### config.mk
export PLATFORM = sky130hd
export DESIGN_NAME = rti_div_stage
export DESIGN_NICKNAME = d
export VERILOG_FILES = /design/src/hw/rtl/rti_pkg.sv /design/src/hw/rtl/rti_div_stage.sv
export SDC_FILE = /design/constraint.sdc
export NUM_CORES = 1
export LEC_CHECK = 0
export BUFFER_PORTS_ARGS = -buffer_cell sky130_fd_sc_hd__buf_4
export CAP_MARGIN = 20
export CORE_MARGIN = 3
export CORE_UTILIZATION = 40
export CTS_CLUSTER_DIAMETER = 150
export DETAILED_ROUTE_END_ITERATION = 6
export PLACE_DENSITY_LB_ADDON = 0.08
export SLEW_MARGIN = 20
export SYNTH_ARGS = -nofsm -noshare
export SYNTH_HDL_FRONTEND = slang
export SYNTH_SLANG_ARGS = --single-unit
### constraint.sdc
create_clock -name clk -period 8.2 [get_ports clk]
set_clock_uncertainty 0.2 [all_clocks]
set_input_delay 1.23 -clock clk [delete_from_list [all_inputs] [get_ports clk]]
set_output_delay 1.23 -clock clk [all_outputs]
set_load 0.02 [all_outputs]
### src/hw/rtl/rti_pkg.sv
// Package for the ray/triangle intersection block: widths, register indexes,
// the triangle configuration bundle and the divider pipeline token.
// No dependencies.
package rti_pkg;

  localparam int CoordW   = 20;  // Q10.10 coordinate
  localparam int DiffW    = 21;  // difference of two coordinates
  localparam int ProdW    = 41;  // DiffW x CoordW product
  localparam int MinorW   = 42;  // 2x2 minor
  localparam int WideW    = 64;  // 3x3 determinant terms
  localparam int DivW     = 63;  // divisor and partial remainder
  localparam int QuotW    = 31;  // Q15.16 distance, saturating
  localparam int NLowW    = 15;  // dividend bits shifted in by the divider
  localparam int DivSteps = 31;  // one quotient bit per stage
  localparam int NormW    = 16;
  localparam int MinDistW = 17;
  localparam int CfgIdxW  = 3;
  localparam int CfgDataW = 60;

  localparam logic signed [WideW-1:0] DET_MIN  = 64'sd1073742;
  localparam logic [QuotW-1:0]        DIST_MAX = 31'h7FFF_FFFF;

  typedef enum logic [CfgIdxW-1:0] {
    REG_VERTEX_ZERO    = 3'd0,
    REG_VERTEX_ONE     = 3'd1,
    REG_VERTEX_TWO     = 3'd2,
    REG_SURFACE_NORMAL = 3'd3,
    REG_MIN_DISTANCE   = 3'd4
  } cfg_reg_t;

  typedef struct packed {
    logic [CfgDataW-1:0] v0;
    logic [CfgDataW-1:0] v1;
    logic [CfgDataW-1:0] v2;
  } tri_cfg_t;

  typedef struct packed {
    logic             valid;
    logic             miss;
    logic             sat;
    logic [DivW-1:0]  rem;
    logic [DivW-1:0]  dvs;
    logic [NLowW-1:0] nlow;
    logic [QuotW-1:0] quo;
  } div_tok_t;

endpackage

### src/hw/rtl/rti_div_stage.sv
// One step of the restoring divider: shift in a dividend bit, compare with
// the divisor, subtract and emit one quotient bit. Uses rti_pkg.
module rti_div_stage (
  input  logic               clk,
  input  logic               rst_n,
  input  logic               en,
  input  rti_pkg::div_tok_t  tok_i,
  output rti_pkg::div_tok_t  tok_o
);
  import rti_pkg::*;

  logic [DivW:0] trial;
  logic          qbit;
  div_tok_t      tok_nxt, tok_r;

  always_comb begin
    trial   = {tok_i.rem, tok_i.nlow[NLowW-1]};
    qbit    = trial >= {1'b0, tok_i.dvs};
    tok_nxt = tok_i;
    tok_nxt.rem  = qbit ? DivW'(trial - {1'b0, tok_i.dvs}) : trial[DivW-1:0];
    tok_nxt.nlow = {tok_i.nlow[NLowW-2:0], 1'b0};
    tok_nxt.quo  = {tok_i.quo[QuotW-2:0], qbit};
  end

  always_ff @(posedge clk) begin
    if (!rst_n) begin
      tok_r.valid <= 1'b0;
    end else if (en) begin
      tok_r <= tok_nxt;
    end
  end

  assign tok_o = tok_r;

endmodule

=== After elaboration in Yosys (flattened, before gate mapping) ===
Cells that the tools add are included.

* Bits in registers: 174
* Output and inout port bits: 175

* Add/subtract/negate cells: 1
* Order comparisons: 1
* Muxes and demuxes: 1
* Reductions and logical operators: 1

{| class="wikitable"
|+ Operator list
! kind !! count
|-
| $ge A64 B63 Y1 || 1
|-
| $mux W63 || 1
|-
| $sub A63 B63 Y63 || 1
|-
| $reduce_and A2 Y1 || 1
|}

=== Depth between registers and ports, before layout ===
Gate-level depths: netlist of run 1.

* Depth in word-level cells: 2
* Depth in mapped cells: 14
* Mapped depth without buffers: 13

=== Worst setup path before layout of run 1 ===
Ideal clock, no wire load.

* Path kind: input to register
* Start point: input en
* End point: register tok_r, in the netlist tok_o[0] (enable)
* Data arrival time: 5.166 ns
* Required time: 7.447 ns
* Slack: 2.281 ns
* Stages: 1
* Path buffers: 0
* Path through: and2_1

* Word-level cells in the longest chain between the ends: 1

{| class="wikitable"
|+ Ends and longest elaborated chain
! what !! RTL line !! text
|-
| from (decl) || rti_div_stage.sv:6 || <nowiki>input logic en,</nowiki>
|-
| $reduce_and A2 Y1 (no line) || - ||
|-
| to (signal assigned) || rti_div_stage.sv:29 || <nowiki>tok_r <= tok_nxt;</nowiki>
|-
| to (decl) || rti_div_stage.sv:14 || <nowiki>div_tok_t tok_nxt, tok_r;</nowiki>
|}

No other way between the ends.
A chain may end at the register's enable or synchronous reset.

==> results of run 1 <==
[metrics by stage]
| stage | utilization, % | hold slack (ns) |
|---|---|---|
| finish | 55.3 | 0.329 |
| global route | 55.3 | 0.367 |
| CTS | 55.3 | 0.330 |
| detailed placement | 52.7 | 0.310 |
| global placement | 52.7 | 0.307 |
| floorplan | - | 0.389 |
[critical path, delay by kind of cell]
family / cells / cell delay, ns
AOI/OAI and AO/OA: 8 / 2.02
buffers and inverters: 3 / 0.67
adders and majority gates: 2 / 0.63
and+or+nand+nor: 1 / 0.23
[synthesized netlist by cell type (3+ instances only)]
library cell	number	share of area, %
buf_2	12	0.59
nor3_1	15	0.74
clkbuf_1	13	0.48
a21oi_1	125	6.2
o21ai_1	7	0.34
and3_1	6	0.37
a31oi_1	7	0.43
o21ai_0	35	1.7
mux2i_1	3	0.30
buf_6	9	1.0
mux2_4	14	2.1
a31o_2	4	0.34
nand2_1	61	2.3
inv_1	91	3.4
a21o_1	20	1.5
or3_1	4	0.25
nor2b_1	3	0.18
nor4b_1	3	0.26
xor2_1	21	1.8
nand4_1	24	1.5
edfxtp_1	173	51
and2_1	9	0.55
o221ai_1	3	0.26
a21boi_0	3	0.22
nor2_1	79	2.9
or2_2	3	0.18
ha_1	63	7.8
o21a_1	18	1.3
xnor2_1	36	3.1
nand3_1	14	0.69
o21bai_1	16	1.2
o211ai_1	8	0.59
[path summary, 6_finish.rpt]
kind,startpoint,to,slack [ns],cells after the start
setup / recovery,tok_i[45],tok_o[168],3.40,14
hold / removal,tok_o[174],tok_o[174],0.33,2
setup reg to reg,tok_o[174],tok_o[174],7.41,2
hold reg to reg,tok_o[174],tok_o[174],0.33,2
[layer usage]
layer	track usage, %	up-vias
met5	0	-
met4	7.52	2
met3	7.08	33
met2	35.4	302
met1	25.9	3890
li1	-	4171
[final cells by class]
| class | count | area (um2) |
|---|---|---|
| timing repair buffer | 354 | 2660 |
| multi-input combinational | 650 | 4390 |
| clock inverter | 15 | 210 |
| inverter | 91 | 342 |
| fill | 2255 | 11000 |
| antenna | 5 | 12.5 |
| clock buffer | 17 | 425 |
| tap | 324 | 405 |
| sequential | 174 | 5220 |
[kinds of logic after synthesis]
family / share of synthesized area [%]
xor+xnor: 4.91
buf+inv: 5.60
mux: 2.36
fa+ha+maj: 7.95
simple gates: 10.7
flops: 51.3
compound gates: 17.2
other cells: 0.0369
[layout by cell type, fill, tap and decap left out, types with 4 or more instances in the layout]
cell type | synthesis | routed
and3_1 | 6 | 6
clkinv_8 | 0 | 5
nor2_1 | 79 | 79
o21ai_0 | 35 | 35
a21oi_1 | 125 | 125
nand3_1 | 14 | 14
a31o_2 | 4 | 4
nor3_1 | 15 | 15
o21ai_1 | 7 | 7
buf_4 | 1 | 354
o21a_1 | 18 | 18
inv_8 | 0 | 5
nand4_1 | 24 | 24
diode_2 | 0 | 5
a31oi_1 | 7 | 7
o211ai_1 | 8 | 8
mux2_4 | 14 | 14
clkbuf_16 | 0 | 17
xnor2_1 | 36 | 36
or3_1 | 4 | 4
nand2_1 | 61 | 61
a21o_1 | 20 | 20
xor2_1 | 21 | 21
and2_1 | 9 | 8
o21bai_1 | 16 | 16
ha_1 | 63 | 63
edfxtp_1 | 173 | 173
inv_1 | 91 | 91
[report_power, final]
part / total (mW) / internal (mW) / switching, mW
combinational: 0.732 / 0.318 / 0.414
clock: 0.874 / 0.449 / 0.425
sequential: 1.09 / 1.07 / 0.0190
total: 2.70 / 1.84 / 0.858
==> impl_metrics.env, run 1 <==
export IMPL_synth_ff_type="edfxtp_1"
export IMPL_gp_congestion=0.864
export IMPL_clk_pin_slew_ns=0.07
export IMPL_cts_tree="built"
export IMPL_placed_area_um2=13000
export IMPL_start_util_pct=41.2
export IMPL_fin_crit_sh_pct=58.5
export IMPL_grt_total_usage_pct=21.3
export IMPL_worstSkewPairLatency_ns=0.42
export IMPL_post_place_cells=1593
export IMPL_outcome="complete, no violations"
export IMPL_final_instance_count_excl_fill=1630
export IMPL_routed_top_layer="met5"
export IMPL_fp_dieW_um=165
export IMPL_cpPeakStageDelay_ns=0.55
export IMPL_path_cells="buf_4, inv_1, ha_1, fa_1, and2b_1, o211ai_1, a31o_2, o21ai_2, a311o_1, a21oi_1, o31ai_4, buf_4, o211ai_1, o32ai_1"
export IMPL_drive_gt1_share_pct=32.3
export IMPL_ys_warn_count=0
export IMPL_crit_path_start_kind="input port"
export IMPL_period_needed_ns=4.80
export IMPL_cp_max_fo=51
export IMPL_finalSetupTns_ns=0
export IMPL_crit_arrival_ns=4.84
export IMPL_synth_nets=1194
export IMPL_netlist_area_um2=10200
export IMPL_ios=353
export IMPL_core_um2=24700
export IMPL_met3_length_um=2930
export IMPL_wl_per_cell_um=18.6
export IMPL_post_place_ws_ns=2.97
export IMPL_dieHeight_um=165
export IMPL_p_leak_nw=5.94
export IMPL_largest_reg_flops=174
export IMPL_postSynthAreaPerCell_um2=10.7
export IMPL_maxCapViolations=0
export IMPL_p_total_mw=2.70
export IMPL_required_ns=8.24
export IMPL_cts_root_buf="clkbuf_16"
export IMPL_final_max_slew_viol_count=0
export IMPL_grt_pass1_wl_um=44700
export IMPL_worst_slew_pin_slew_ns=0.966
export IMPL_fmax_mhz=208
export IMPL_htree_levels=4
export IMPL_ys_ff_latch=174
export IMPL_wl_um=30400
export IMPL_async_flop_share_pct=0
export IMPL_syn2layout_area_growth_pct=34.3
export IMPL_synth_distinct_cells=67
export IMPL_ant_nets=0
export IMPL_setup_ws_ns=3.40
export IMPL_dieArea_um2=27400
export IMPL_cp_end_kind="register"
export IMPL_setup_viol=0
export IMPL_p_per_area_nw_per_um2=198
export IMPL_slowest_stage="buf_4"
export IMPL_synthCells=952
export IMPL_grt_overflow=0
export IMPL_clockBufferDepth=2
export IMPL_postCtsHoldBufs=0
export IMPL_slew_headroom_pct=35.6
export IMPL_firstDrtPassIters=5
export IMPL_fin_nets=1530
export IMPL_post_cts_buffers=0
export IMPL_critPathKind="input port to register"
export IMPL_grt_max_degree=75
export IMPL_synth_edf_count=173
export IMPL_hold_viol_final=0
export IMPL_stdcell_area_um2=13700
export IMPL_seq_area_frac_synth_pct=51.3
export IMPL_vias=8398
export IMPL_route_detailed_drc=0
export IMPL_hpwl_um=24200
export IMPL_rows=57
export IMPL_drt_iter0_drc=472
export IMPL_wl_met2_um=14400
export IMPL_hp_class="register to register"
export IMPL_io_buffers=350
export IMPL_rsz0062_at_grt="false"
export IMPL_viasPerCell=5.15
export IMPL_clock_sinks=174
export IMPL_cts_resized=0
export IMPL_first_global_vias=8243
export IMPL_numCtsBuffers=17
export IMPL_ir_worst_vdd_uv=120
export IMPL_antenna_found_initial=4
export IMPL_wl_met1_um=12400
Note: power is estimated with default switching activity, not from simulation.
==> run 2, diff against run 1 <==
clock period = 4.77 ns   (was 8.2 ns; I/O delays follow)
==> run 2 against run 1 <==
  * Cell area up 0.17%
  * Utilization up 0.096 points
  * Register-to-register slack worse by 3.4 ns
  * First-iteration DRC count up 0.64%
  * Power up 69%
  * Flip-flop and latch count unchanged
  * Hold slack worse by 0.069 ns
  * Die area unchanged
  * Worst setup slack worse by 2.5 ns
  * Routed wire length about the same
  * Global-route usage up 0.20 points
  * Critical path type unchanged
==> impl_metrics.env, run 2 (synthesis results as in run 1) <==
export IMPL_cp_end_kind="register"
export IMPL_fin_nets=1535
export IMPL_htree_levels=4
export IMPL_p_clk_share_pct=31.2
export IMPL_stdcell_area_um2=13700
export IMPL_hold_viol_final=0
export IMPL_grt_pass1_wl_um=45300
export IMPL_largest_reg_flops=174
export IMPL_crit_path_start_kind="input port"
export IMPL_path_delay_family="compound AO/OA/AOI/OAI gates"
export IMPL_drive_gt1_share_pct=32.5
export IMPL_grt_total_usage_pct=21.5
export IMPL_p_sw_share_pct=31.9
export IMPL_core_um2=24700
export IMPL_outcome="complete, no violations"
export IMPL_numCtsBuffers=17
export IMPL_placed_area_um2=13100
export IMPL_ff_latch_area_um2=5220
export IMPL_slew_headroom_pct=60.8
export IMPL_period_needed_ns=3.87
export IMPL_vias=8455
export IMPL_critPathKind="input port to register"
export IMPL_finalSetupTns_ns=0
export IMPL_reg2reg_slack_ns=3.97
export IMPL_start_util_pct=41.2
export IMPL_worst_slew_pin_slew_ns=0.588
export IMPL_clockBufferDepth=2
export IMPL_ios=353
export IMPL_p_leak_nw=5.96
export IMPL_hp_class="input port to register"
export IMPL_viasPerCell=5.18
export IMPL_required_ns=4.74
export IMPL_cp_max_fo=21
export IMPL_wl_per_cell_um=18.6
export IMPL_ir_worst_vdd_uv=204
export IMPL_reg2reg_to="tok_o[174]"
export IMPL_worstSkewPairLatency_ns=0.42
export IMPL_holdPathStages=1
export IMPL_path_cells="buf_4, inv_1, ha_1, fa_1, and2b_1, o211ai_1, a31o_2, o21ai_2, a311o_1, a21oi_1, o31ai_4, buf_4, mux2_4"
export IMPL_fmax_mhz=258
export IMPL_fp_dieW_um=165
export IMPL_grt_overflow=0
export IMPL_antenna_found_initial=4
export IMPL_clk_pin_slew_ns=0.08
export IMPL_cpMostUsedCell="buf_4"
export IMPL_fin_crit_sh_pct=81.2
export IMPL_cpPeakStageDelay_ns=0.41
export IMPL_seq_power_share_pct=41.1
export IMPL_cts_root_buf="clkbuf_16"
export IMPL_p_sw_mw=1.46
export IMPL_firstDrtPassIters=5
export IMPL_rr_startpoint="tok_o[174]"
export IMPL_p_per_area_nw_per_um2=334
export IMPL_postCtsHoldBufs=0
export IMPL_crit_arrival_ns=3.85
export IMPL_cts_tree="built"
export IMPL_path_buf_inv=3
export IMPL_layout_common_cells="356 x buf_4, 173 x edfxtp_1, 125 x a21oi_1"
export IMPL_hold_end="tok_o[14]"
export IMPL_drt_iter0_drc=475
export IMPL_maxCapViolations=0
export IMPL_dieHeight_um=165
export IMPL_pwr_share_comb_pct=27.7
export IMPL_p_int_mw=3.11
export IMPL_rsz0062_at_grt="false"
export IMPL_grt_max_degree=75
export IMPL_slowest_stage="o31ai_4"
export IMPL_dieArea_um2=27400
export IMPL_clock_sinks=174
export IMPL_ant_nets=0
export IMPL_fill_cells=2236
export IMPL_p_total_mw=4.57
export IMPL_grt_busiest_layer="met2"
export IMPL_cts_resized=0
export IMPL_final_common_cell="buf_4"
export IMPL_reg2regPathDepth=2
export IMPL_gr_usage_met2_pct=35.5
export IMPL_io_buffers=350
export IMPL_rows=57
export IMPL_met3_usage_pct=6.41
export IMPL_min_delay_start="tok_i[13]"
export IMPL_holdWs_ns=0.260
export IMPL_gp_congestion=0.878
export IMPL_final_max_slew_viol_count=0
export IMPL_setup_viol=0
export IMPL_multi_input_area_um2=4390
export IMPL_hpwl_um=24300
export IMPL_utilization_pct=55.4
export IMPL_wl_um=30400
export IMPL_post_cts_buffers=0
export IMPL_first_global_vias=8257
export IMPL_syn2layout_area_growth_pct=34.5
export IMPL_met1_usage_pct=26.7
export IMPL_route_detailed_drc=0
[run 2: changes by cell type in the layout (fill, tap and decap cells not counted), sizes merged]
cell | previous run | this run
clkinv | 6 | 5
diode | 5 | 2
inv | 99 | 100
buf | 354 | 359
clkinvlp | 0 | 1
bufinv | 1 | 0
[run 2: power by group through the flow]
stage	combinational, mW	sequential [mW]	clock (mW)
global placement	1.26	1.91	0
detailed placement	1.27	1.91	0
finish	1.27	1.88	1.42
global route	1.39	1.89	1.52
floorplan	0.628	2.08	0
CTS	1.28	1.88	1.46
[run 2: area by class of cell]
| type | instances | area share [%] |
|---|---|---|
| well taps | 324 | 2.96 |
| inverters | 91 | 2.50 |
| flip-flops and latches | 174 | 38.1 |
| clock buffers | 17 | 3.11 |
| diodes | 2 | 0.0366 |
| clock inverters | 15 | 1.22 |
| multi-input cells | 650 | 32.1 |
| repair buffers | 359 | 20.0 |
[run 2: metrics by stage]
step | cells | setup slack, ns
floorplan | 952 | 1.07
global placement | 1598 | 0.503
detailed placement | 1598 | 0.445
CTS | 1630 | 0.884
global route | 1632 | 0.757
finish | 1632 | 0.895
[run 2: worst max-delay path by stage]
stage                         start          to  slack, ns  depth (start not counted)
after floorplan           tok_i[45]  tok_o[134]       1.07                         12
after global placement    tok_i[45]  tok_o[113]       0.50                         13
after detailed placement  tok_i[45]  tok_o[160]       0.44                         13
after CTS                 tok_i[45]  tok_o[160]       0.88                         13
after global routing      tok_i[45]  tok_o[162]       0.76                         15
final                     tok_i[45]  tok_o[160]       0.90                         13
[run 2: metal layers]
metal  vias up  share of wire, %
li1       4160                 -
met1      3952                41
met2       295                48
met3        44               8.4
met4         4               2.3
met5         -             0.096
[run 2: worst register-to-register path, cell delays in order (launching register included)]
cell and delay, ns:
dfxtp_1 0.32, mux2i_1 0.12, nor2b_1 0.06
